**config.mk**
```make
export PLATFORM = sky130hd
export DESIGN_NAME = fp7s_front
export DESIGN_NICKNAME = d
export VERILOG_FILES = /design/src/hdl/fixed_point_to_seven_segment_defines.svh /design/src/hdl/fp7s_pkg.sv /design/src/hdl/fp7s_front.sv
export SDC_FILE = /design/constraint.sdc
export NUM_CORES = 1
export LEC_CHECK = 0
export ABC_CLOCK_PERIOD_IN_PS = 8200
export BUFFER_PORTS_ARGS = -buffer_cell sky130_fd_sc_hd__buf_2
export CAP_MARGIN = 40
export CORE_ASPECT_RATIO = 1.5
export CORE_UTILIZATION = 40
export DETAILED_ROUTE_END_ITERATION = 10
export GPL_TIMING_DRIVEN = 0
export PLACE_DENSITY = 0.69
export SLEW_MARGIN = 10
export SYNTH_ARGS = -nofsm -noshare
export SYNTH_HDL_FRONTEND = slang
export SYNTH_SLANG_ARGS = --single-unit
```
**constraint.sdc**
```tcl
create_clock -name vclk -period 8.2
set_clock_uncertainty 0.1 [all_clocks]
set_input_delay 0.82 -clock vclk [all_inputs]
set_output_delay 0.82 -clock vclk [all_outputs]
set_load 0.005 [all_outputs]
```
**src/hdl/fixed_point_to_seven_segment_defines.svh**
```systemverilog
// assertion macros shared by the display writer rtl
`ifndef FIXED_POINT_TO_SEVEN_SEGMENT_DEFINES_SVH
`define FIXED_POINT_TO_SEVEN_SEGMENT_DEFINES_SVH
`ifndef SYNTHESIS
`define ASSERT_IMPLIES(name, clk, rst, ante, cons) \
   name: assert property (@(posedge clk) disable iff (rst) (ante) |-> (cons)) \
      else $error("same-cycle check failed");
`define ASSERT_NEXT(name, clk, rst, ante, cons) \
   name: assert property (@(posedge clk) disable iff (rst) (ante) |=> (cons)) \
      else $error("next-cycle check failed");
`else
`define ASSERT_IMPLIES(name, clk, rst, ante, cons)
`define ASSERT_NEXT(name, clk, rst, ante, cons)
`endif
`endif

```
**src/hdl/fp7s_pkg.sv**
```systemverilog
`default_nettype none
package fp7s_pkg;

   localparam int SCALED_W    = 24;
   localparam int MAG_W       = 20;
   localparam int ADDR_W      = 4;
   localparam int SEG_W       = 8;
   localparam int DIGITS_W    = 2;
   localparam int DIGIT_W     = 4;
   localparam int NUM_CHARS   = 6;
   localparam int CHAR_IDX_W  = 3;
   localparam int DP_BIT      = 7;

   localparam logic signed [SCALED_W-1:0] SAT_HIGH = 24'sd999999;
   localparam logic signed [SCALED_W-1:0] SAT_LOW  = -24'sd99999;

   localparam logic [SEG_W-1:0] SEG_MINUS = 8'h02;
   localparam logic [SEG_W-1:0] SEG_BLANK = 8'h00;

   // x/10 == (x * RECIP) >> RECIP_SHIFT for every x below 10^6
   localparam logic [MAG_W-1:0] RECIP       = 20'd838861;
   localparam int               RECIP_SHIFT = 23;

   localparam int CSR_ADDR_W = 3;
   localparam int CSR_WORD_W = 1;
   localparam int CSR_DATA_W = 32;
   localparam logic [CSR_WORD_W-1:0] REG_DECIMAL_DIGITS = 1'b0;
   localparam logic [DIGITS_W-1:0]   DIGITS_RESET       = 2'd3;

   localparam int QUEUE_DEPTH = 2;
   localparam int QUEUE_IDX_W = 1;
   localparam int QUEUE_CNT_W = 2;

   typedef struct packed {
      logic [MAG_W-1:0]    mag;
      logic                neg;
      logic                zpad;
      logic [DIGITS_W-1:0] digits;
   } entry_type;

   typedef struct packed {
      logic      valid;
      entry_type entry;
   } queue_head_type;

   function automatic logic [SEG_W-1:0] digit_seg(input logic [DIGIT_W-1:0] digit);
      logic [SEG_W-1:0] seg;
      case (digit)
         4'd0: seg = 8'h7D;
         4'd1: seg = 8'h60;
         4'd2: seg = 8'h3E;
         4'd3: seg = 8'h7A;
         4'd4: seg = 8'h63;
         4'd5: seg = 8'h5B;
         4'd6: seg = 8'h5F;
         4'd7: seg = 8'h70;
         4'd8: seg = 8'h7F;
         4'd9: seg = 8'h7B;
         default: seg = SEG_BLANK;
      endcase
      return seg;
   endfunction

   function automatic logic [MAG_W-1:0] pow_ten(input logic [DIGITS_W-1:0] digits);
      logic [MAG_W-1:0] p;
      case (digits)
         2'd0: p = 20'd1;
         2'd1: p = 20'd10;
         2'd2: p = 20'd100;
         2'd3: p = 20'd1000;
         default: p = 20'd1;
      endcase
      return p;
   endfunction

endpackage
`default_nettype wire

```
**src/hdl/fp7s_front.sv**
```systemverilog
`default_nettype none
module fp7s_front (
   input  wire logic                                 req_valid,
   output logic                                      req_ready,
   input  wire logic signed [fp7s_pkg::SCALED_W-1:0] req_scaled_value,
   input  wire logic        [fp7s_pkg::DIGITS_W-1:0] digits,
   input  wire logic                                 queue_full,
   output logic                                      push,
   output fp7s_pkg::entry_type                       entry
);
   import fp7s_pkg::*;

   logic signed [SCALED_W-1:0] sat;
   logic        [SCALED_W-1:0] abs_val;
   logic                       neg;
   logic        [MAG_W-1:0]    mag;

   always_comb begin
      if (req_scaled_value > SAT_HIGH) begin
         sat = SAT_HIGH;
      end else if (req_scaled_value < SAT_LOW) begin
         sat = SAT_LOW;
      end else begin
         sat = req_scaled_value;
      end
   end

   assign neg     = sat[SCALED_W-1];
   assign abs_val = neg ? SCALED_W'(-sat) : SCALED_W'(sat);
   assign mag     = abs_val[MAG_W-1:0];

   always_comb begin
      entry.mag    = mag;
      entry.neg    = neg;
      // with decimal digits set, values below one (mag under 10^digits) are shown zero padded
      entry.zpad   = (digits != '0) && (mag < pow_ten(digits));
      entry.digits = digits;
   end

   assign req_ready = !queue_full;
   assign push      = req_valid && !queue_full;

endmodule
`default_nettype wire

```
; After elaboration in Yosys (flattened, before gate mapping)
; Cells that the tools add are included.
[totals]
regBits = 0
input_bits = 28
out_inout_bits = 26
word_cells = 16
[op_classes]
muxes = 4
reduce_logical = 5
eq_ne = 3
addsub = 1
magnitude_cmp = 3
[op_table]
columns = operator, count
row1 = one-hot mux 20 bit (4 select lines), 1
row2 = two-way mux 24 bit, 2
row3 = > comparator 24 x 21 -> 1 bit (second input constant), 1
row4 = < comparator 24 x 18 -> 1 bit (second input constant), 1
row5 = < comparator 20 bit, 1
row6 = two-way mux 20 bit, 1
row7 = negator 20 bit, 1
row8 = == test 2 bit (second input constant), 2
row9 = == test 2 x 1 -> 1 bit (second input constant), 1
row10 = logical AND 1 bit, 2
row11 = logical NOT 2 bit, 1
row12 = nonzero test 2 bit, 1
row13 = logical NOT 1 bit, 1

; Logic depth before layout (Yosys ltp)
[logic_depth]
ltp_word = 7
depth_mapped = 24
ltp_nobuf = 22

; Least setup slack after synthesis
; OpenSTA, ideal clock, no wires.
[synth_timing]
path_type = input port to output port
startpoint = input req_scaled_value[1] (netlist name)
endpoint = output entry[2] (netlist name)
required_ns = 7.280
path_stages = 23
path_buffers = 2
arrival_time_ns = 5.789
setup_slack_ns = 1.491
cell_sequence = or3_1 > or2_2 > and3_1 > o21ai_0 > a21oi_1 > o311ai_1 > ha_1 > clkbuf_1 > buf_1 > inv_1 > a21oi_1 > ha_1 > or4b_1 > nor3_1 > o21ai_0 > a31oi_1 > ha_1 > a21oi_1 > nor2b_1 > a2111oi_0 > o21ai_0 > o2111a_1 > and4bb_1
[synth_lines]
columns = item, line_no
row1 = from (decl), fp7s_front.sv:5  ; input wire logic signed [fp7s_pkg::SCALED_W-1:0] req_scaled_value,
row2 = to (decl), fp7s_front.sv:9  ; output fp7s_pkg::entry_type entry

==> run metrics <==
run status complete, no violations; final setup fails 0; Rows 24; RSZ-0062 raised after global routing no; GRT Residual Overflow 0; Pre-Repair DR Iteration Count 4; Distinct cells, synth 52; min cycle time layout roughly 7400 ps; WP data arrival 6440 ps; first-pass GRT wire length 6934 um; FF/Latch Area 0 sq um; Antenna Nets Post-Route 0; placed cell count just under 300; die area 0.003380 sq mm; Slew Limit Fails 0; clkbuf count 0; Final Hold Vio Count 0; Mapped Cells 206; DRC 0; Post-Layout Cell Count 292; most common cell after layout, fill and taps aside buf_2; fmax ~140 MHz; worst-path fanout max 12; WP data required 7280 ps; largest net degree at the start of global routing 11; Initial Utilization 42.77%; CTS Hold Buffers Added 0; pwr dens 52.62 mW/mm^2; vias in the first global route 1544; sequential cells 0; fillers between 300 and 400; vias per inst just over 6; antenna cells 0; routed len/inst around 15 um; CP startpoint kind primary input; WS Path Type primary input to output port; Area Growth Syn to Fin 22.76%; CP startpoint req_scaled_value[1]; DRT Wirelength 4387 um; Lkg Pwr 0.0006404 uW; Post-Synthesis Cell Area 0.001259 sq mm; Synth Warn # 0; Mapped Avg Cell Area a little over 6 sq um; layout net count 293; crit end category output port; routability congestion estimate between 0.9 and 1; max_cap viols 0; Max-slew headroom 53.18%; total I/O pin count 54; footprint of the multi-input gates 0.001152 sq mm; Max VDD drop roughly 0.021 mV; Post-CTS Resized 0; # Post-CTS Setup Buffers 0; Hold/Removal Path Class primary input to output port; DR iter-0 viols 46; GR Util All Layers 26.50%; IO buf count 48; antenna violations before repair 0; die width around 48 um; commonest cells after routing, fill and taps aside buf_2, nor2_1, nand2_1; register area share after synthesis 0%; hold path start queue_full; crit share post-route 89.76%; Core Box Area 0.002943 sq mm; worst slew pin tran 693.2 ps; Detail Placement HPWL 3548 um; Vias 1788; TNS Setup 0 ps; die height 70.71 um; share of layout cells above drive strength 1 26.48%; Synthesized Nets 244
==> metal layers <==
metal  track usage (%)  wire [um]
met1             33.08       1837
met2             46.55       2233
met3             1.020        199
met4             7.407        116
met5                 0          0
==> synthesized netlist by cell type (all sizes together), types with 2 or more instances <==
| library cell | n | area share [%] |
|---|---|---|
| xnor2 | 2 | 1.4 |
| a2111oi | 3 | 2.1 |
| or4 | 6 | 4.2 |
| a21oi | 12 | 5.1 |
| nand4 | 4 | 2.0 |
| a31o | 2 | 1.4 |
| o21ai | 19 | 7.6 |
| nor3 | 13 | 5.6 |
| and3 | 3 | 1.5 |
| nor4 | 9 | 6.2 |
| o21a | 2 | 1.2 |
| nor4b | 3 | 2.1 |
| o211ai | 2 | 1.2 |
| nor2b | 4 | 2.0 |
| nor2 | 29 | 8.6 |
| ha | 10 | 9.9 |
| clkbuf | 10 | 3.0 |
| inv | 7 | 2.1 |
| xor2 | 2 | 1.4 |
| buf | 8 | 3.4 |
| and4 | 2 | 1.4 |
| nand2 | 22 | 6.6 |
| o221ai | 3 | 2.1 |
| a31oi | 5 | 2.5 |
| or3 | 3 | 1.5 |
| or2 | 4 | 2.0 |
==> power by group <==
group	leakage, uW	switching, uW	internal (uW)
Clock	0	0	0
Combinational	0.000640	47.7	33.6
Sequential	0	0	0
==> final cells by class <==
| cell class | count | share of cell area [%] |
|---|---|---|
| multi-input cells | 181 | 74.58 |
| repair buffers | 48 | 15.55 |
| plain buffers | 17 | 5.020 |
| well taps | 39 | 3.158 |
| inverters | 7 | 1.700 |
==> cells by family after synthesis <==
| logic type | synth area share (%) |
|---|---|
| mux | 0.7953 |
| fa+ha+maj | 9.940 |
| simple gates | 46.42 |
| xor+xnor | 2.784 |
| compound gates | 31.61 |
| buf+inv | 8.450 |
==> critical path, cell delays in order <==
cell	delay, ps
buf_2	100
or3_1	460
or2_2	370
and3_1	200
o21ai_0	150
a21oi_1	110
o311ai_1	230
ha_1	410
clkbuf_2	300
inv_1	170
a21oi_1	230
ha_1	260
or4b_1	540
nor3_1	160
o21ai_0	90
a31oi_1	230
ha_1	270
a21oi_1	150
nor2b_1	70
a2111oi_0	320
o21ai_0	150
o2111a_1	250
and4bb_1	270
buf_2	110
==> path summary, 6_finish.rpt <==
kind | to | slack [ps] | cells past startpoint
min | req_ready | 1770 | 3
max | entry[2] | 840 | 24
==> metrics by stage <==
step           utilization (%)  total power, uW  hold WS [ps]  instance area, sq um  setup WS [ps]
4_1_cts                  52.59            81.18          1773                  1548          491.4
6_report                 52.51            81.30          1768                  1545          840.0
2_1_floorplan                -            50.34          1567                  1259           1491
5_1_grt                  52.51            91.12          1788                  1545          167.9
3_5_place_dp             52.59            80.90          1772                  1548          536.8
3_3_place_gp             52.59            80.00          1764                  1548          545.1
Note: power is estimated with default switching activity, not from simulation.
