**src/hdl/fixed_point_to_seven_segment_defines.svh**
```systemverilog
// assertion macros shared by the display writer rtl
`ifndef FIXED_POINT_TO_SEVEN_SEGMENT_DEFINES_SVH
`define FIXED_POINT_TO_SEVEN_SEGMENT_DEFINES_SVH
`ifndef SYNTHESIS
`define ASSERT_IMPLIES(name, clk, rst, ante, cons) \
   name: assert property (@(posedge clk) disable iff (rst) (ante) |-> (cons)) \
      else $error("same-cycle check failed");
`define ASSERT_NEXT(name, clk, rst, ante, cons) \
   name: assert property (@(posedge clk) disable iff (rst) (ante) |=> (cons)) \
      else $error("next-cycle check failed");
`else
`define ASSERT_IMPLIES(name, clk, rst, ante, cons)
`define ASSERT_NEXT(name, clk, rst, ante, cons)
`endif
`endif

```
**src/hdl/fp7s_pkg.sv**
```systemverilog
`default_nettype none
package fp7s_pkg;

   localparam int SCALED_W    = 24;
   localparam int MAG_W       = 20;
   localparam int ADDR_W      = 4;
   localparam int SEG_W       = 8;
   localparam int DIGITS_W    = 2;
   localparam int DIGIT_W     = 4;
   localparam int NUM_CHARS   = 6;
   localparam int CHAR_IDX_W  = 3;
   localparam int DP_BIT      = 7;

   localparam logic signed [SCALED_W-1:0] SAT_HIGH = 24'sd999999;
   localparam logic signed [SCALED_W-1:0] SAT_LOW  = -24'sd99999;

   localparam logic [SEG_W-1:0] SEG_MINUS = 8'h02;
   localparam logic [SEG_W-1:0] SEG_BLANK = 8'h00;

   // x/10 == (x * RECIP) >> RECIP_SHIFT for every x below 10^6
   localparam logic [MAG_W-1:0] RECIP       = 20'd838861;
   localparam int               RECIP_SHIFT = 23;

   localparam int CSR_ADDR_W = 3;
   localparam int CSR_WORD_W = 1;
   localparam int CSR_DATA_W = 32;
   localparam logic [CSR_WORD_W-1:0] REG_DECIMAL_DIGITS = 1'b0;
   localparam logic [DIGITS_W-1:0]   DIGITS_RESET       = 2'd3;

   localparam int QUEUE_DEPTH = 2;
   localparam int QUEUE_IDX_W = 1;
   localparam int QUEUE_CNT_W = 2;

   typedef struct packed {
      logic [MAG_W-1:0]    mag;
      logic                neg;
      logic                zpad;
      logic [DIGITS_W-1:0] digits;
   } entry_type;

   typedef struct packed {
      logic      valid;
      entry_type entry;
   } queue_head_type;

   function automatic logic [SEG_W-1:0] digit_seg(input logic [DIGIT_W-1:0] digit);
      logic [SEG_W-1:0] seg;
      case (digit)
         4'd0: seg = 8'h7D;
         4'd1: seg = 8'h60;
         4'd2: seg = 8'h3E;
         4'd3: seg = 8'h7A;
         4'd4: seg = 8'h63;
         4'd5: seg = 8'h5B;
         4'd6: seg = 8'h5F;
         4'd7: seg = 8'h70;
         4'd8: seg = 8'h7F;
         4'd9: seg = 8'h7B;
         default: seg = SEG_BLANK;
      endcase
      return seg;
   endfunction

   function automatic logic [MAG_W-1:0] pow_ten(input logic [DIGITS_W-1:0] digits);
      logic [MAG_W-1:0] p;
      case (digits)
         2'd0: p = 20'd1;
         2'd1: p = 20'd10;
         2'd2: p = 20'd100;
         2'd3: p = 20'd1000;
         default: p = 20'd1;
      endcase
      return p;
   endfunction

endpackage
`default_nettype wire

```
**src/hdl/fp7s_queue.sv**
```systemverilog
`default_nettype none
`include "fixed_point_to_seven_segment_defines.svh"
module fp7s_queue (
   input  wire logic                clock,
   input  wire logic                reset,
   input  wire logic                push,
   input  wire fp7s_pkg::entry_type push_entry,
   output logic                     full,
   input  wire logic                pop,
   output fp7s_pkg::queue_head_type head
);
   import fp7s_pkg::*;

   entry_type              mem_ff [QUEUE_DEPTH];
   logic [QUEUE_IDX_W-1:0] rd_ptr_ff;
   logic [QUEUE_IDX_W-1:0] rd_ptr_in;
   logic [QUEUE_IDX_W-1:0] wr_ptr_ff;
   logic [QUEUE_IDX_W-1:0] wr_ptr_in;
   logic [QUEUE_CNT_W-1:0] count_ff;
   logic [QUEUE_CNT_W-1:0] count_in;

   always_comb begin
      rd_ptr_in = rd_ptr_ff;
      wr_ptr_in = wr_ptr_ff;
      count_in  = count_ff;
      if (push) begin
         wr_ptr_in = wr_ptr_ff + 1'b1;
      end
      if (pop) begin
         rd_ptr_in = rd_ptr_ff + 1'b1;
      end
      if (push && !pop) begin
         count_in = count_ff + 1'b1;
      end else if (pop && !push) begin
         count_in = count_ff - 1'b1;
      end
   end

   always_ff @(posedge clock) begin
      if (reset) begin
         rd_ptr_ff <= '0;
         wr_ptr_ff <= '0;
         count_ff  <= '0;
      end else begin
         rd_ptr_ff <= rd_ptr_in;
         wr_ptr_ff <= wr_ptr_in;
         count_ff  <= count_in;
      end
   end

   always_ff @(posedge clock) begin
      if (push) begin
         mem_ff[wr_ptr_ff] <= push_entry;
      end
   end

   assign full       = (count_ff == QUEUE_CNT_W'(QUEUE_DEPTH));
   assign head.valid = (count_ff != '0);
   assign head.entry = mem_ff[rd_ptr_ff];

   `ASSERT_IMPLIES(queue_no_overflow, clock, reset, push && !pop, !full)

endmodule
`default_nettype wire

```
**config.mk**
```make
export PLATFORM = sky130hd
export DESIGN_NAME = fp7s_queue
export DESIGN_NICKNAME = d
export VERILOG_FILES = /design/src/hdl/fp7s_pkg.sv /design/src/hdl/fp7s_queue.sv
export VERILOG_INCLUDE_DIRS = /design/src /design/src/hdl
export SDC_FILE = /design/constraint.sdc
export NUM_CORES = 1
export LEC_CHECK = 0
export BUFFER_PORTS_ARGS = -buffer_cell sky130_fd_sc_hd__buf_2
export CAP_MARGIN = 20
export CORE_MARGIN = 2
export CORE_UTILIZATION = 51
export CTS_CLUSTER_DIAMETER = 50
export CTS_CLUSTER_SIZE = 16
export DETAILED_ROUTE_END_ITERATION = 7
export PLACE_DENSITY = 0.81
export SYNTH_ARGS = -nofsm -noshare
export SYNTH_HDL_FRONTEND = slang
export SYNTH_SLANG_ARGS = --single-unit
```
**constraint.sdc**
```tcl
create_clock -name clock -period 2.67 [get_ports clock]
set_input_delay 0.534 -clock clock [delete_from_list [all_inputs] [get_ports clock]]
set_output_delay 0.534 -clock clock [all_outputs]
set_load 0.1 [all_outputs]
```
# After elaboration in Yosys (flattened, before gate mapping)
# Memories as Yosys holds them, arrays and structs flattened. A register that Yosys moved wholly into a read port is not among the register bits.
# Index checks and enable logic that the tools add are counted.
totals:
  ff_bits: 4
  ram_bits: 48
  out_inout_bits: 26
  mem_count: 1
  elab_cells: 21
memory_table:
  columns: ["name", "words", "width", "rd", "rd_clocked_by_memory_dff", "write_ports", "line", "rtl"]
  rows:
  - ["mem_ff", 2, 24, 1, 1, 1, "fp7s_queue.sv:14", "entry_type mem_ff [QUEUE_DEPTH];"]
op_classes:
  addsub: 4
  n_reduce_logical: 6
  eq_ne: 1
  n_mux: 6
ops:
  columns: ["cell", "n"]
  rows:
  - ["$mux W1", 4]
  - ["$mux W2", 2]
  - ["$reduce_bool A2 Y1", 2]
  - ["$add A1 B1 Y1 const B", 2]
  - ["$add A2 B1 Y2 const B", 1]
  - ["$eq A2 B2 Y1 const B", 1]
  - ["$logic_and A1 B1 Y1", 2]
  - ["$logic_not A1 Y1", 2]
  - ["$sub A2 B1 Y2 const B", 1]

# Depth between registers and ports, before layout
# Gate-level depths: netlist (run 1).
depth:
  word_depth: 4
  mapped_depth: 5

# Worst setup path after synthesis (run 1)
# OpenSTA, ideal clock, no wires.
synth_timing:
  path_type: "in2reg"
  startpoint: "input port push"
  endpoint: "memory mem_ff[0][0] (netlist name), enable pin"
  n_path_buf: 0
  setup_time_ns: 0.408
  t_arrival_ns: 1.640
  path_slack_ns: 0.622
  required_time_ns: 2.262
  stages: 1
  path_cell_list: "nor2b_1"
synth_via:
  elab_chain_cells: 2
synth_rtl:
  columns: ["element", "line", "rtl"]
  rows:
  - ["from (decl)", "fp7s_queue.sv:6", "input wire logic push,"]
  - ["$mux W1", "fp7s_queue.sv:52", "if (push) begin"]
  - ["$mux W1 (not written as such)", "fp7s_queue.sv:53", "mem_ff[wr_ptr_ff] <= push_entry;"]
  - ["to (decl)", "fp7s_queue.sv:14", null]
# No other way between the ends.

==> qor.yml, run 1 <==
synthesis:
  synth.net_count: 126
  synth_area_um2: 1940
  synth.distinct_cells: 17
  yosys_warnings: 0
  synth_top_area_share: 0.742
  yosys-top-cells-area: "edfxtp_1, mux2_2, dfxtp_1"
  synth_edf_count: 48
  synthArstFlopShare: 0
  synth_seq_cells: 53
  synth_top_flop_cell: "edfxtp_1"
  synth-seq-area-share: 0.794
  synth_top_cell_by_area: "edfxtp_1"
  postSynthAreaPerCell_um2: 20.0
  postSynthCellCount: 97
critical_path:
  required_ns: 2.14
  cp-end-kind: "output pin"
  critical_path_class: "register to output pin"
  critPathMaxFanout: 24
  cp-start-kind: "register"
  cp.arrival_ns: 1.58
clock_tree:
  clk_pin_slew_ns: 0.08
  ctsResizeCount: 0
  cts_max_level: 2
  cts.sinks: 53
  cts_tree: "yes"
  clock_latency_ns: 0.29
  cts.path.max_buffers: 2
  cts_made_buffers: 5
  root_buffer: "clkbuf_8"
  holdBufCountCts: 0
  post-cts-setup-buffers: 0
power_and_ir_drop:
  power_frac_comb: 0.277
  sw_frac_of_total: 0.344
  clock_power_share: 0.208
  max-vdd-ir-drop_mv: 0.450
  p_int_mw: 1.25
  finalPower_mw: 1.90
  leakagePower_nw: 0.906
  power_frac_seq: 0.516
  p_sw_mw: 0.655
  power_density_nw_per_um2: 805
grt:
  grt_max_degree: 25
  grt_pass1_vias: 1002
  grt_pass1_wl_um: 4510
  grt-ovfl-total: 0
  grt_usage: 0.147
  antenna_found_initial: 0
drt:
  drc_errors: 0
  drt-initial-drc-count: 31
  wire_per_inst_um: 14.6
  viasPerCell: 4.86
  num_vias: 997
  wirelength_um: 3000
  antenna_left: 0
  dr.pass1.iters: 4
sta:
  rsz0062_at_grt: "false"
  post-route-min-period_ns: 2.12
  fin_skew_ns: 0.00173
  maxSlewHeadroom: 0.584
  finalCritPeriodShare: 0.793
  setup_viol: 0
  slew_viol_final: 0
  tightest_slew_ns: 0.621
  fin_setup_tns_ns: 0
  hold_ws_ns: 0.426
  hold_viol: 0
  timing.fmax_mhz: 472
layout:
  drive_above_1_share: 0.561
  n_fill_cell: 260
  area_growth_pct: 21.6
  finish.utilization: 0.645
  antenna_cells: 0
  final_nets: 186
  fin_area_um2: 2360
die:
  fp.coreArea_um2: 3660
  die_x_um: 65.7
  row_count: 22
  die_h_um: 65.7
  dieArea_um2: 4320
  start_util: 0.530
  num_io_pins: 54
run:
  maxCapViolations: 0
worst_hold_path:
  hold_class: "input port to register"
place:
  place_congestion: 0.686
  dpl.hpwl_um: 2170
  placed_area_um2: 2280
  io_buffers: 53
status:
  status: "completed"
==> cell type report <==
cell class	instances	area (um2)	share of cell area
clock buffers	6	72.6	0.0307
multi-input cells	40	379	0.161
clock inverters	1	3.75	0.00159
repair buffers	56	300	0.127
flip-flops and latches	53	1540	0.653
well taps	48	60.1	0.0254
inverters	1	3.75	0.00159
==> cells in the mapped netlist, drive strengths merged, types with 2 or more instances <==
cell type,count
xor2,2
edfxtp,48
buf,3
mux2,24
xnor2,2
nor2,4
dfxtp,5
==> stage by stage <==
| stage | instances | setup WS [ns] |
|---|---|---|
| 3_5_place_dp | 198 | 0.866 |
| 3_3_place_gp | 198 | 0.874 |
| 5_1_grt | 205 | 0.469 |
| 2_1_floorplan | 97 | 0.622 |
| 6_report | 205 | 0.551 |
| 4_1_cts | 205 | 0.529 |
==> flip-flops by register name (all words and copies together), names as in the netlist, named ones only <==
name / cells
count_ff: 2
rd_ptr_ff: 1
mem_ff: 48
wr_ptr_ff: 1
==> power by group through the flow <==
| stage | combinational (mW) | sequential (mW) | clock, mW |
|---|---|---|---|
| 6_report | 0.526 | 0.980 | 0.395 |
| 5_1_grt | 0.544 | 0.985 | 0.439 |
| 4_1_cts | 0.530 | 0.981 | 0.412 |
| 3_5_place_dp | 0.529 | 0.999 | 0 |
| 3_3_place_gp | 0.522 | 0.995 | 0 |
| 2_1_floorplan | 0.443 | 0.994 | 0 |
==> cell families after synthesis <==
family,Yosys count,share of synthesized area
and+or+nand+nor,9,0.0251
DFF,53,0.794
AOI/OAI and AO/OA,2,0.00515
buffers and inverters,4,0.0122
muxes,24,0.139
adders and majority gates,1,0.00644
xor gates and xnor gates,4,0.0180
==> critical path: stages (launching register included) <==
cell	delay (ns)
dfxtp_1	0.31
buf_4	0.30
mux2_2	0.39
buf_2	0.29
==> per-layer routing <==
layer  vias up  global-route usage  routed length [um]
met4         0              0.0703                  48
li1        485                   -                   -
met2        21               0.278                1780
met1       487               0.148                1060
met3         4              0.0377                 113
met5         -                   0                   0
==> worst paths after layout <==
path,startpoint,to,slack [ns],cells past startpoint
worst max-delay path,register,head[21],0.55,3
worst min-delay path,push_entry[2],mem_ff[1][2],0.43,1
worst max register to register,wr_ptr_ff,mem_ff[1][22],1.19,2
worst min register to register,rd_ptr_ff,register,0.53,2
==> layout by cell type, fill, tap and decap left out, drive strengths merged <==
cell type  instances
dfxtp              5
nor2b              1
buf               56
inv                1
or2                1
or3                1
clkbuf             6
mux2              24
clkinv             1
ha                 1
xnor2              2
o21ai              1
edfxtp            48
xor2               2
and2               1
nor2               4
a21oi              1
and2b              1
Note: power is estimated with default switching activity, not from simulation.
==> run 2, diff against run 1 <==
Clock period 2.67 ns to 2 ns, I/O delays scaled along.
==> qor.yml, run 2 (synthesis results as in run 1) <==
die:
  dieArea_um2: 4320  # unchanged
  row_count: 22  # unchanged
  die_h_um: 65.7  # unchanged
  num_io_pins: 54  # unchanged
  start_util: 0.530  # unchanged
  fp.coreArea_um2: 3660  # unchanged
  die_x_um: 65.7  # unchanged
clock_tree:
  cts.path.max_buffers: 2  # unchanged
  ctsResizeCount: 0  # unchanged
  root_buffer: "clkbuf_8"
  cts_made_buffers: 5  # unchanged
  cts_tree: "yes"
  cts.sinks: 53  # unchanged
  post-cts-setup-buffers: 0  # unchanged
  clock_latency_ns: 0.29  # about the same
  cts_max_level: 2  # unchanged
  clk_pin_slew_ns: 0.09  # about the same
  holdBufCountCts: 0  # unchanged
worst_hold_path:
  hold_class: "input port to register"
  min_from: "push_entry[12]"
critical_path:
  critical_path_class: "register to output pin"
  timing.rr.start: "wr_ptr_ff"
  cp-end-kind: "output pin"
  critPathMaxFanout: 12  # -50%
  required_ns: 1.60  # -0.54 ns
  cp_cell_sequence: "buf_4 -> mux2_2 -> buf_12"
  crit_slowest_cell: "mux2_2"
  slowest_delay_ns: 0.39  # about the same
  crit_family: "buffers and inverters"
  crit_buf_inv: 2  # unchanged
  cp.arrival_ns: 1.43  # -0.15 ns
  cp-start-kind: "register"
sta:
  slew_viol_final: 0  # unchanged
  setup_viol: 0  # unchanged
  timing.fmax_mhz: 546
  maxSlewHeadroom: 0.680  # +0.0956
  finalCritPeriodShare: 0.915
  fin_setup_tns_ns: 0  # unchanged
  post-route-min-period_ns: 1.83
  hold_ws_ns: 0.287  # -0.140 ns
  hold_viol: 0  # unchanged
  rsz0062_at_grt: "false"
  tightest_slew_ns: 0.484  # -0.137 ns
  fin_skew_ns: 0.00259  # +0.000853 ns
layout:
  final_nets: 189  # +1.6%
  multi_input_area_um2: 379  # unchanged
  fin_cells: 209  # +2.0%
  most-common-layout-cells: "edfxtp_1, buf_2, mux2_2, buf_12, buf_4"
  finish.utilization: 0.755  # +0.110
  top_register: "mem_ff"
  antenna_cells: 0  # unchanged
  largestRegisters: "mem_ff x48, count_ff x2"
  area.sequential_um2: 1540  # unchanged
  drive_above_1_share: 0.578  # +0.0171
  final_common_cell: "edfxtp_1"
  fin_area_um2: 2770  # +17%
  n_fill_cell: 205  # -21%
  largest_register_ff_count: 48  # unchanged
  area_growth_pct: 42.4
drt:
  drt-initial-drc-count: 30  # -3.2%
  num_vias: 1017  # +2.0%
  wire_per_inst_um: 15.8  # +7.9%
  viasPerCell: 4.87  # about the same
  wirelength_um: 3300  # +10%
  dr.pass1.iters: 2  # -2
  drc_errors: 0  # unchanged
  antenna_left: 0  # unchanged
status:
  status: "completed"
grt:
  grt_pass1_wl_um: 5150  # +14%
  grt-ovfl-total: 0  # unchanged
  antenna_found_initial: 0  # unchanged
  grt_usage: 0.171  # +0.0235
  grt_pass1_vias: 1103  # +10%
  grt_max_degree: 17  # -32%
run:
  maxCapViolations: 0  # unchanged
power_and_ir_drop:
  power_density_nw_per_um2: 1050  # +30%
  leakagePower_nw: 1.06  # +17%
  max-vdd-ir-drop_mv: 0.765  # +70%
place:
  place_congestion: 0.705  # +2.7%
  dp_cells: 201  # +1.5%
  placed_area_um2: 2660  # +16%
  dpl.hpwl_um: 2420  # +12%
  io_buffers: 53  # unchanged
run 2: changes by cell type in the layout (fill, tap and decap cells not counted):
cell / delta
buf_2: -24
buf_12: +23
buf_4: +4
bufinv_16: +1
clkbuf_1: -1
clkinvlp_4: +1
run 2: final cells by class:
cell class | count | area share
clock inverters | 3 | 0.0149
well taps | 48 | 0.0217
multi-input cells | 40 | 0.137
clock buffers | 5 | 0.0249
flip-flops and latches | 53 | 0.557
repair buffers | 59 | 0.243
inverters | 1 | 0.00136
run 2: worst register-to-register path, cell delays in order (launching register included):
cell,delay (ns)
dfxtp_1,0.38
and2_1,0.16
buf_4,0.21
run 2: power by group:
group | internal (mW) | switching [mW]
Combinational | 0.312 | 0.598
Sequential | 1.29 | 0.0221
Clock | 0.368 | 0.315
run 2: worst paths after layout:
path / to / slack, ns / depth (start not counted)
worst min register to register: count_ff[1] / 0.52 / 2
worst min-delay path: mem_ff[0][12] / 0.29 / 1
worst max register to register: mem_ff[1][17] / 0.95 / 2
worst max-delay path: head[6] / 0.17 / 3
run 2: per-stage QoR:
| step | power [mW] | setup WS [ns] |
|---|---|---|
| 2_1_floorplan | 1.92 | 0.0865 |
| 3_3_place_gp | 2.23 | 0.533 |
| 3_5_place_dp | 2.25 | 0.487 |
| 4_1_cts | 2.93 | 0.148 |
| 5_1_grt | 2.99 | 0.107 |
| 6_report | 2.90 | 0.170 |
run 2: metal layers:
metal	wire [um]	part of all wire	GRT usage
met2	1900	0.58	0.308
met5	0	0	0
met4	54	0.016	0.0781
met1	1230	0.37	0.187
met3	110	0.033	0.0428
