File: src/hdl/fixed_point_to_seven_segment_defines.svh
// assertion macros shared by the display writer rtl
`ifndef FIXED_POINT_TO_SEVEN_SEGMENT_DEFINES_SVH
`define FIXED_POINT_TO_SEVEN_SEGMENT_DEFINES_SVH
`ifndef SYNTHESIS
`define ASSERT_IMPLIES(name, clk, rst, ante, cons) \
   name: assert property (@(posedge clk) disable iff (rst) (ante) |-> (cons)) \
      else $error("same-cycle check failed");
`define ASSERT_NEXT(name, clk, rst, ante, cons) \
   name: assert property (@(posedge clk) disable iff (rst) (ante) |=> (cons)) \
      else $error("next-cycle check failed");
`else
`define ASSERT_IMPLIES(name, clk, rst, ante, cons)
`define ASSERT_NEXT(name, clk, rst, ante, cons)
`endif
`endif

File: src/hdl/fp7s_pkg.sv
`default_nettype none
package fp7s_pkg;

   localparam int SCALED_W    = 24;
   localparam int MAG_W       = 20;
   localparam int ADDR_W      = 4;
   localparam int SEG_W       = 8;
   localparam int DIGITS_W    = 2;
   localparam int DIGIT_W     = 4;
   localparam int NUM_CHARS   = 6;
   localparam int CHAR_IDX_W  = 3;
   localparam int DP_BIT      = 7;

   localparam logic signed [SCALED_W-1:0] SAT_HIGH = 24'sd999999;
   localparam logic signed [SCALED_W-1:0] SAT_LOW  = -24'sd99999;

   localparam logic [SEG_W-1:0] SEG_MINUS = 8'h02;
   localparam logic [SEG_W-1:0] SEG_BLANK = 8'h00;

   // x/10 == (x * RECIP) >> RECIP_SHIFT for every x below 10^6
   localparam logic [MAG_W-1:0] RECIP       = 20'd838861;
   localparam int               RECIP_SHIFT = 23;

   localparam int CSR_ADDR_W = 3;
   localparam int CSR_WORD_W = 1;
   localparam int CSR_DATA_W = 32;
   localparam logic [CSR_WORD_W-1:0] REG_DECIMAL_DIGITS = 1'b0;
   localparam logic [DIGITS_W-1:0]   DIGITS_RESET       = 2'd3;

   localparam int QUEUE_DEPTH = 2;
   localparam int QUEUE_IDX_W = 1;
   localparam int QUEUE_CNT_W = 2;

   typedef struct packed {
      logic [MAG_W-1:0]    mag;
      logic                neg;
      logic                zpad;
      logic [DIGITS_W-1:0] digits;
   } entry_type;

   typedef struct packed {
      logic      valid;
      entry_type entry;
   } queue_head_type;

   function automatic logic [SEG_W-1:0] digit_seg(input logic [DIGIT_W-1:0] digit);
      logic [SEG_W-1:0] seg;
      case (digit)
         4'd0: seg = 8'h7D;
         4'd1: seg = 8'h60;
         4'd2: seg = 8'h3E;
         4'd3: seg = 8'h7A;
         4'd4: seg = 8'h63;
         4'd5: seg = 8'h5B;
         4'd6: seg = 8'h5F;
         4'd7: seg = 8'h70;
         4'd8: seg = 8'h7F;
         4'd9: seg = 8'h7B;
         default: seg = SEG_BLANK;
      endcase
      return seg;
   endfunction

   function automatic logic [MAG_W-1:0] pow_ten(input logic [DIGITS_W-1:0] digits);
      logic [MAG_W-1:0] p;
      case (digits)
         2'd0: p = 20'd1;
         2'd1: p = 20'd10;
         2'd2: p = 20'd100;
         2'd3: p = 20'd1000;
         default: p = 20'd1;
      endcase
      return p;
   endfunction

endpackage
`default_nettype wire

File: src/hdl/fp7s_csr.sv
`default_nettype none
module fp7s_csr (
   input  wire logic                              clock,
   input  wire logic                              reset,
   input  wire logic                              psel,
   input  wire logic                              penable,
   input  wire logic                              pwrite,
   input  wire logic [fp7s_pkg::CSR_ADDR_W-1:0]   paddr,
   input  wire logic [fp7s_pkg::CSR_DATA_W-1:0]   pwdata,
   output logic      [fp7s_pkg::CSR_DATA_W-1:0]   prdata,
   output logic                                   pready,
   output logic      [fp7s_pkg::DIGITS_W-1:0]     digits
);
   import fp7s_pkg::*;

   logic [DIGITS_W-1:0]   digits_ff;
   logic [DIGITS_W-1:0]   digits_in;
   logic [CSR_WORD_W-1:0] word;
   logic                  hit;

   assign word = paddr[CSR_ADDR_W-1:2];
   assign hit  = (word == REG_DECIMAL_DIGITS);

   always_comb begin
      digits_in = digits_ff;
      if (psel && penable && pwrite && hit) begin
         digits_in = pwdata[DIGITS_W-1:0];
      end
   end

   always_ff @(posedge clock) begin
      if (reset) begin
         digits_ff <= DIGITS_RESET;
      end else begin
         digits_ff <= digits_in;
      end
   end

   assign prdata = hit ? {{(CSR_DATA_W-DIGITS_W){1'b0}}, digits_ff} : '0;
   assign pready = 1'b1;
   assign digits = digits_ff;

endmodule
`default_nettype wire

File: config.mk
export PLATFORM = sky130hd
export DESIGN_NAME = fp7s_csr
export DESIGN_NICKNAME = d
export VERILOG_FILES = /design/src/hdl/fixed_point_to_seven_segment_defines.svh /design/src/hdl/fp7s_pkg.sv /design/src/hdl/fp7s_csr.sv
export SDC_FILE = /design/constraint.sdc
export NUM_CORES = 1
export LEC_CHECK = 0
export ABC_AREA = 1
export BUFFER_PORTS_ARGS = -buffer_cell sky130_fd_sc_hd__buf_2
export CORE_MARGIN = 2
export CORE_UTILIZATION = 23
export DETAILED_ROUTE_END_ITERATION = 12
export PLACE_DENSITY = 0.79
export SYNTH_ARGS = -nofsm -noshare
export SYNTH_HDL_FRONTEND = slang
export SYNTH_SLANG_ARGS = --single-unit
File: constraint.sdc
create_clock -name clock -period 0.8 [get_ports clock]
set_input_delay 0.16 -clock clock [delete_from_list [all_inputs] [get_ports clock]]
set_output_delay 0.16 -clock clock [all_outputs]
set_load 0.005 [all_outputs]
Yosys cells after proc, flatten, opt, wreduce, memory -nomap -nowiden:

Index checks and enable logic that the tools add are counted.

* register bits: 2
* logic and storage cells: 6
* output and inout bits: 35

* bitwise logic cells: 1
* reduce and logical (&&, ||, !) cells: 3
* mux-type cells: 1

Operator list (number)
* logical AND 1 bit: 3
* two-way mux 2 bit: 1
* NOT 1 bit: 1

Depth between registers and ports, before layout:

Gate-level depths: netlist (run 1).

* word-level depth: 3
* mapped depth: 5

Worst setup path after synthesis (run 1):

OpenSTA, ideal clock, no wires.

* path kind: reg2out
* start: register digits_ff[0] (netlist: digits[0])
* end: output port prdata[0] (netlist name)
* arrival: 0.478 ns
* cell stages (with the launch flop): 3
* path slack: 0.162 ns
* path through: dfxtp_1 > inv_1 > nor2_1

* longest elaborated chain between the ends: 1

RTL lines
* start: declaration: RTL line fp7s_csr.sv:16 `logic [DIGITS_W-1:0] digits_ff;`
* start signal: assignment: RTL line fp7s_csr.sv:35 `digits_ff <= digits_in;`
* two-way mux 2 bit: RTL line fp7s_csr.sv:39 `assign prdata = hit ? {{(CSR_DATA_W-DIGITS_W){1'b0}}, digits_ff} : '0;`
* end: declaration: RTL line fp7s_csr.sv:10 `output logic [fp7s_pkg::CSR_DATA_W-1:0] prdata,`

Every way passes these cells.

Worst setup path after layout (run 1):

Ends and elaborated chain as after synthesis.

==> flow_summary.toml, run 1 <==
[cells_and_area]
syn2layout_area_growth_pct = -1.80
num-nets-final = 107
layout-drive-gt1-share_pct = 32.3
largest_reg_flops = 2
antennaDiodeCount = 0
final_area_sq_um = 342

[sta]
hold_viol_final = 0
finalWorstSetupSlack_ns = -0.125
period_share_pct = 116
fin_skew_ns = 0
period_needed_ns = 0.925
finalSetupViolations = 4
rsz0062_at_grt = "true"
slew_viol_final = 0
fmax_mhz = 1080

[placement]
gp_congestion = 0.677
hpwl_um = 388
placed_area_sq_um = 299
dp_slack_ns = 0.0488
io_buffer_count = 11

[pwr]
power_density_mw_per_mm2 = 1230
vdd.ir_drop.worst_mv = 0.568
p_leak_nw = 0.239

[synth]
yosysWarnings = 0
synth-seq-cells = 2
yosysMostFrequentCell = "buf_4"
synth_edf_count = 0
synth.avg_cell_area_sq_um = 6.82
ys.flop_type = "dfxtp_1"
yosysUniqueCellTypes = 8
yosysTopAreaCell = "buf_4"
netlist_top_cells_area = "buf_4 67%, dfxtp_1 12%, nand3_1 5.8%, inv_1 5.4%, nand2_1 4.3%"
synth_commonest_cells = "31 x buf_4, 5 x inv_1, 4 x nand2_1, 4 x nand3_1"
synthesis.area_sq_um = 348
ys_seq_area_share_pct = 11.5
async_reset_ff_share_pct = 0
syn_inst = 51
synth_top_area_share_pct = 66.9

[setup_path]
worstPathRequired_ns = 0.64
crit_buf_inv = 2
r2r_slack_ns = 0.14
crit_start = "digits[0]"
crit_chain = "inv_2 > nor2_2 > buf_2"
critPathMaxFanout = 3
critical_path_arrival_ns = 0.77
slowest_stage = "dfxtp_2"
cp_num_cells = 3
worstSetupEndpointType = "primary output"
r2r-start = "digits[1]"
critPathMaxStageDelay_ns = 0.33
cp-start-kind = "register"
crit_family = "flip-flops"
critical_path_class = "reg2out"
r2r_cells = 3

[floorplanning]
ioPinCount = 75
rows = 14
initial_core_util_pct = 23.9
fp.dieH_um = 42.9
dieArea_sq_mm = 0.00184
dieWidth_um = 42.9
core_area_sq_mm = 0.00145

[min_path]
min_path_type = "in2reg"
whs_path_depth = 3
hold_start = "reset"

[global_route]
grt_pass1_vias = 175
grt-ovfl-total = 0
grt_usage_pct = 4.79
grt_pass1_wl_um = 621
antenna_found_initial = 0
grt_max_degree = 4

[clock_tree]
h-tree-depth = 1
clk_pin_slew_ns = 0.03
cts_buffers = 3
cts.sinks = 2
cts_root_buf = "clkbuf_4"
clock_path_buffers = 2
insertion_delay_ns = 0.22
cts_tree = "done"

[detailed_routing]
wl_per_cell_um = 5.68
via_per_inst = 2.95
wirelength_um = 460
route.detailed.drc = 0
dr.first_iter.drc_count = 3
ant_nets = 0
via_count = 239
drt-pass1-iter-count = 2

[job]
maxCapViolations = 0

[status]
outcome = "complete, but fails checks"
violations = "setup timing"
==> report_power, final <==
group	switching (mW)	internal [mW]
Combinational	0.0590	0.0308
Sequential	0.00292	0.105
Clock	0.0556	0.165
==> layout by cell type (no fill, tap or decap) <==
master and instances:
nand2_1 4, nor2_1 1, buf_2 11, nand3_1 4, inv_1 4, conb_1 31
nor2_2 2, dfxtp_2 2, inv_2 1, clkbuf_4 3, buf_4 2
==> stage by stage <==
stage | TNS, ns | power [mW] | hold WS (ns) | utilization (%) | std cells
after floorplan | 0 | 0.268 | 0.280 | - | 80
after global placement | 0 | 0.187 | 0.369 | 20.6 | 76
after detailed placement | 0 | 0.189 | 0.375 | 20.6 | 76
after CTS | -0.342 | 0.427 | 0.139 | 22.3 | 79
after global routing | -0.436 | 0.452 | 0.161 | 23.5 | 81
final | -0.290 | 0.419 | 0.147 | 23.5 | 81
==> layer usage <==
metal / GRT usage, % / routed length (um)
met3: 1.28 / 64
met5: 0 / 0
met1: 4.83 / 141
met2: 7.27 / 254
met4: 5.63 / 0
==> worst register-to-register path, cell delays in order, from the launching register on <==
cell     delay [ns]
dfxtp_2        0.31
buf_4          0.12
nand2_1        0.05
nand3_1        0.06
==> path summary, 6_finish.rpt <==
kind / to
setup / recovery: prdata[0]
hold / removal: digits[0]
setup reg to reg: digits[1]
hold reg to reg: digits[1]
==> cell type report <==
| cell class | instances | area [sq um] |
|---|---|---|
| Multi-Input combinational cell | 42 | 168 |
| Sequential cell | 2 | 42.5 |
| Timing Repair Buffer | 13 | 70.1 |
| Inverter | 5 | 18.8 |
| Tap cell | 16 | 20.0 |
| Fill cell | 184 | 1110 |
| Clock buffer | 3 | 22.5 |
==> cell families after synthesis <==
| family | count (synthesis) | share of synthesized area (%) |
|---|---|---|
| AND/OR/NAND/NOR | 11 | 14.0 |
| buffers and inverters | 36 | 72.3 |
| other | 2 | 2.16 |
| flip-flops | 2 | 11.5 |
==> what timing repair did <==
action | 4_1_cts | 5_1_grt
setup buffers | 0 | 2
resized for setup | 2 | 2
hold buffers | 0 | 0
pin swaps | 0 | 0
endpoints found under the setup margin | 4 | 4
No activity file was read; power rests on OpenSTA's default activity.
==> inputs of run 2 (changes only) <==
- REMOVE_ABC_BUFFERS: unset -> 1
==> run 2 against run 1 <==
  * The flow still finishes with violations (setup timing)
  * Largest power group unchanged
  * Utilization fell by 0.69 points
  * Final area fell by 2.9%
  * First-iteration DRC count fell by 33%
  * Die area did not move
  * Routed wire length rose by 3.9%
  * Maximum frequency fell by 2.0%
  * Clock skew did not move
  * Critical endpoint unchanged
  * Global-route usage rose by 1.4 points
  * Critical path depth did not move
==> flow_summary.toml, run 2 (synthesis gave the netlist of run 1 again) <==
[floorplanning]
dieArea_sq_mm = 0.00184
ioPinCount = 75
initial_core_util_pct = 23.9
core_area_sq_mm = 0.00145
fp.dieH_um = 42.9
dieWidth_um = 42.9
rows = 14

[sta]
slew_viol_final = 0
finalWorstSetupSlack_ns = -0.145
rsz0062_at_grt = "true"
period_share_pct = 118
finalSetupViolations = 4
fin_tns_setup_ns = -0.334
hold_viol_final = 0
period_needed_ns = 0.945
fmax_mhz = 1060
fin_skew_ns = 0
holdWs_ns = 0.134

[pwr]
p_leak_nw = 0.234
power_density_mw_per_mm2 = 1290
vdd.ir_drop.worst_mv = 0.276

[detailed_routing]
ant_nets = 0
drt-pass1-iter-count = 2
via_per_inst = 2.86
wirelength_um = 478
dr.first_iter.drc_count = 2
wl_per_cell_um = 5.98
route.detailed.drc = 0
via_count = 229

[global_route]
grt-ovfl-total = 0
grt_usage_pct = 6.18
grt_max_degree = 4
antenna_found_initial = 0
grt_pass1_vias = 173
grt_pass1_wl_um = 655

[clock_tree]
hold_buffers = 0
clk_pin_slew_ns = 0.03
cts_tree = "done"
clock_path_buffers = 2
cts_root_buf = "clkbuf_4"
cts_buffers = 3
insertion_delay_ns = 0.23
h-tree-depth = 1
cts.sinks = 2

[cells_and_area]
syn2layout_area_growth_pct = -4.68
postLayoutCoreUtil_pct = 22.8
final_common_cell = "conb_1"
fillers = 180
layout_common_cells = "31 x conb_1, 11 x buf_2, 4 x inv_1, 4 x nand2_1, 4 x nand3_1"
final_area_sq_um = 332
layout-drive-gt1-share_pct = 29.7
num-nets-final = 106
antennaDiodeCount = 0
largest_reg_flops = 2

[placement]
gp_congestion = 0.528
io_buffer_count = 11
hpwl_um = 393
placed_area_sq_um = 299

[setup_path]
worstSetupEndpointType = "primary output"
crit_start = "digits[0]"
critical_path_class = "reg2out"
r2r-start = "digits[0]"
worstPathRequired_ns = 0.64
cp-start-kind = "register"
critPathMaxFanout = 3
critical_path_arrival_ns = 0.78

[status]
outcome = "complete, but fails checks"
violations = "setup timing"

[job]
maxCapViolations = 0

[min_path]
min_path_type = "in2reg"
hold_start = "reset"
[run 2: layout make-up]
type	instances	area, sq um	share of cell area (%)
Clock buffer	3	22.5	6.79
Inverter	5	18.8	5.66
Multi-Input combinational cell	42	165	49.8
Sequential cell	2	42.5	12.8
Tap cell	16	20.0	6.04
Timing Repair Buffer	12	62.6	18.9
[run 2: path summary, 6_finish.rpt]
check | to | depth (start not counted) | slack (ns)
max reg2reg | digits[0] | 3 | 0.14
min | digits[0] | 3 | 0.13
min reg2reg | digits[1] | 2 | 0.47
max | prdata[0] | 3 | -0.14
[run 2: routing by layer]
layer  wire, um  part of all wire (%)  vias to the layer above  track usage [%]
met5          0                     0                        -                0
met4         21                   4.4                        0             11.3
met3        108                    23                        2             4.68
met2        243                    51                       23             9.09
met1        103                    22                       90             3.05
li1           -                     -                      114                -
[run 2: where the power goes]
part           total, mW  leakage, nW  switching [mW]  internal (mW)
Sequential         0.108       0.0154         0.00299          0.105
Combinational     0.0845        0.205          0.0564         0.0281
Clock              0.236       0.0138          0.0695          0.166
[run 2: through the flow]
step | cells | total power [mW] | worst slack, ns
CTS | 80 | 0.444 | -0.160
global placement | 76 | 0.186 | 0.0797
finish | 80 | 0.428 | -0.145
global route | 80 | 0.461 | -0.181
floorplan | 49 | 0.158 | 0.162
detailed placement | 76 | 0.188 | 0.0502
[run 2: what timing repair did]
item                       CTS  global route
setup buffers                1             0
resized for setup            2             1
setup endpoints to repair    4             4
[run 2: critical path, cell delays in order (launching register included)]
cell and delay [ns]:
dfxtp_2 0.33, inv_1 0.04, nor2_1 0.07, buf_2 0.11
==> inputs of run 3 (changes only) <==
- PLACE_DENSITY: 0.79 -> 0.85
==> run 3 against run 2 <==
  * The flow still finishes with violations (setup timing)
  * Non-clock buffer count up 1
  * Clock skew unchanged
  * Final area up 2.3%
  * Utilization up 0.52 points
  * Critical path type unchanged
  * Critical endpoint is now prdata[1]
  * Largest cell class unchanged
==> flow_summary.toml, run 3 (synthesis gave the netlist of run 1 again) <==
[global_route]
antenna_found_initial = 0
grtUsageMet3_pct = 5.11
grt_usage_pct = 6.10
grt-ovfl-total = 0
grt_max_degree = 4
grt_util_met1_pct = 4.07
grt_pass1_vias = 185
grt_pass1_wl_um = 703
grtUsageMet2_pct = 9.09
top_usage_layer = "met2"

[clock_tree]
hold_buffers = 0
cts.sinks = 2
cts_tree = "done"
clk_pin_slew_ns = 0.03
insertion_delay_ns = 0.22
clock_path_buffers = 2
cts_buffers = 3
h-tree-depth = 1
cts_root_buf = "clkbuf_4"

[cells_and_area]
layout-drive-gt1-share_pct = 29.2
final_common_cell = "conb_1"
multi_input_area_sq_um = 165
largest_reg_flops = 2
layout_common_cells = "31 x conb_1, 11 x buf_2, 5 x inv_1"
antennaDiodeCount = 0
num-nets-final = 107
final_area_sq_um = 339
fillers = 172
syn2layout_area_growth_pct = -2.52
postLayoutCoreUtil_pct = 23.3
finalNonFillerCells = 81
regArea_sq_um = 42.5

[setup_path]
r2r-start = "digits[1]"
timing.rr.end = "digits[1]"
worstSetupEndpointType = "primary output"
r2r_slack_ns = 0.13
critPathMaxFanout = 3
worstPathRequired_ns = 0.64
critical_path_arrival_ns = 0.77
r2r_cells = 3
cp-start-kind = "register"
critical_path_class = "reg2out"

[pwr]
p_leak_nw = 0.241
total_power_uw = 420
vdd.ir_drop.worst_mv = 0.272
power_density_mw_per_mm2 = 1240

[sta]
holdWs_ns = 0.150
fmax_mhz = 1080
rsz0062_at_grt = "true"
finalWorstSetupSlack_ns = -0.129
fin_skew_ns = 0
slew_viol_final = 0
finalSetupViolations = 4
period_needed_ns = 0.929
period_share_pct = 116
fin_tns_setup_ns = -0.280
hold_viol_final = 0

[floorplanning]
dieWidth_um = 42.9
fp.dieH_um = 42.9
initial_core_util_pct = 23.9
rows = 14
core_area_sq_mm = 0.00145
ioPinCount = 75
dieArea_sq_mm = 0.00184

[detailed_routing]
via_per_inst = 3.01
wirelength_um = 490
route.detailed.drc = 0
wl_per_cell_um = 6.05
ant_nets = 0
dr.first_iter.drc_count = 4
drt-pass1-iter-count = 4
via_count = 244

[min_path]
whs_path_depth = 3
whs_endpoint = "digits[1]"
min_path_type = "in2reg"
hold_start = "reset"

[placement]
dp_cells = 76
gp_congestion = 0.541
hpwl_um = 409
io_buffer_count = 11
placed_area_sq_um = 299
dp_slack_ns = 0.0586

[status]
outcome = "complete, but fails checks"
violations = "setup timing"

[job]
maxCapViolations = 0
==> run 3: worst max path at each step <==
stage | end | slack, ns | start
after global placement | digits[0] | 0.08 | paddr[2]
final | prdata[1] | -0.13 | digits[1]
after CTS | prdata[1] | -0.15 | digits[1]
after global routing | prdata[1] | -0.19 | digits[1]
after detailed placement | prdata[1] | 0.06 | digits[1]
after floorplan | prdata[0] | 0.16 | digits[0]
==> run 3: routing by layer <==
metal / vias up / part of all wire [%]
met5: - / 0
met4: 0 / 0
met3: 0 / 17
met2: 23 / 53
met1: 105 / 29
li1: 116 / -
==> run 3: repair_timing <==
item	CTS	global route
gates resized for setup	2	0
setup buffers	2	0
endpoints found under the setup margin	4	4
endpoints found under the hold margin	0	0
==> run 3: power by group <==
group          switching, mW  total [mW]  internal (mW)
Clock                 0.0586       0.224          0.166
Sequential           0.00248       0.107          0.105
Combinational         0.0583      0.0883         0.0300
==> run 3: worst max-delay path: stages (launching register included) <==
cell	delay (ns)
dfxtp_2	0.32
inv_1	0.04
nor2_1	0.07
buf_2	0.11
==> run 3: area by class of cell <==
| type | count | share of cell area (%) |
|---|---|---|
| Timing Repair Buffer | 13 | 20.7 |
| Inverter | 5 | 5.54 |
| Clock buffer | 3 | 6.64 |
| Tap cell | 16 | 5.90 |
| Sequential cell | 2 | 12.5 |
| Multi-Input combinational cell | 42 | 48.7 |
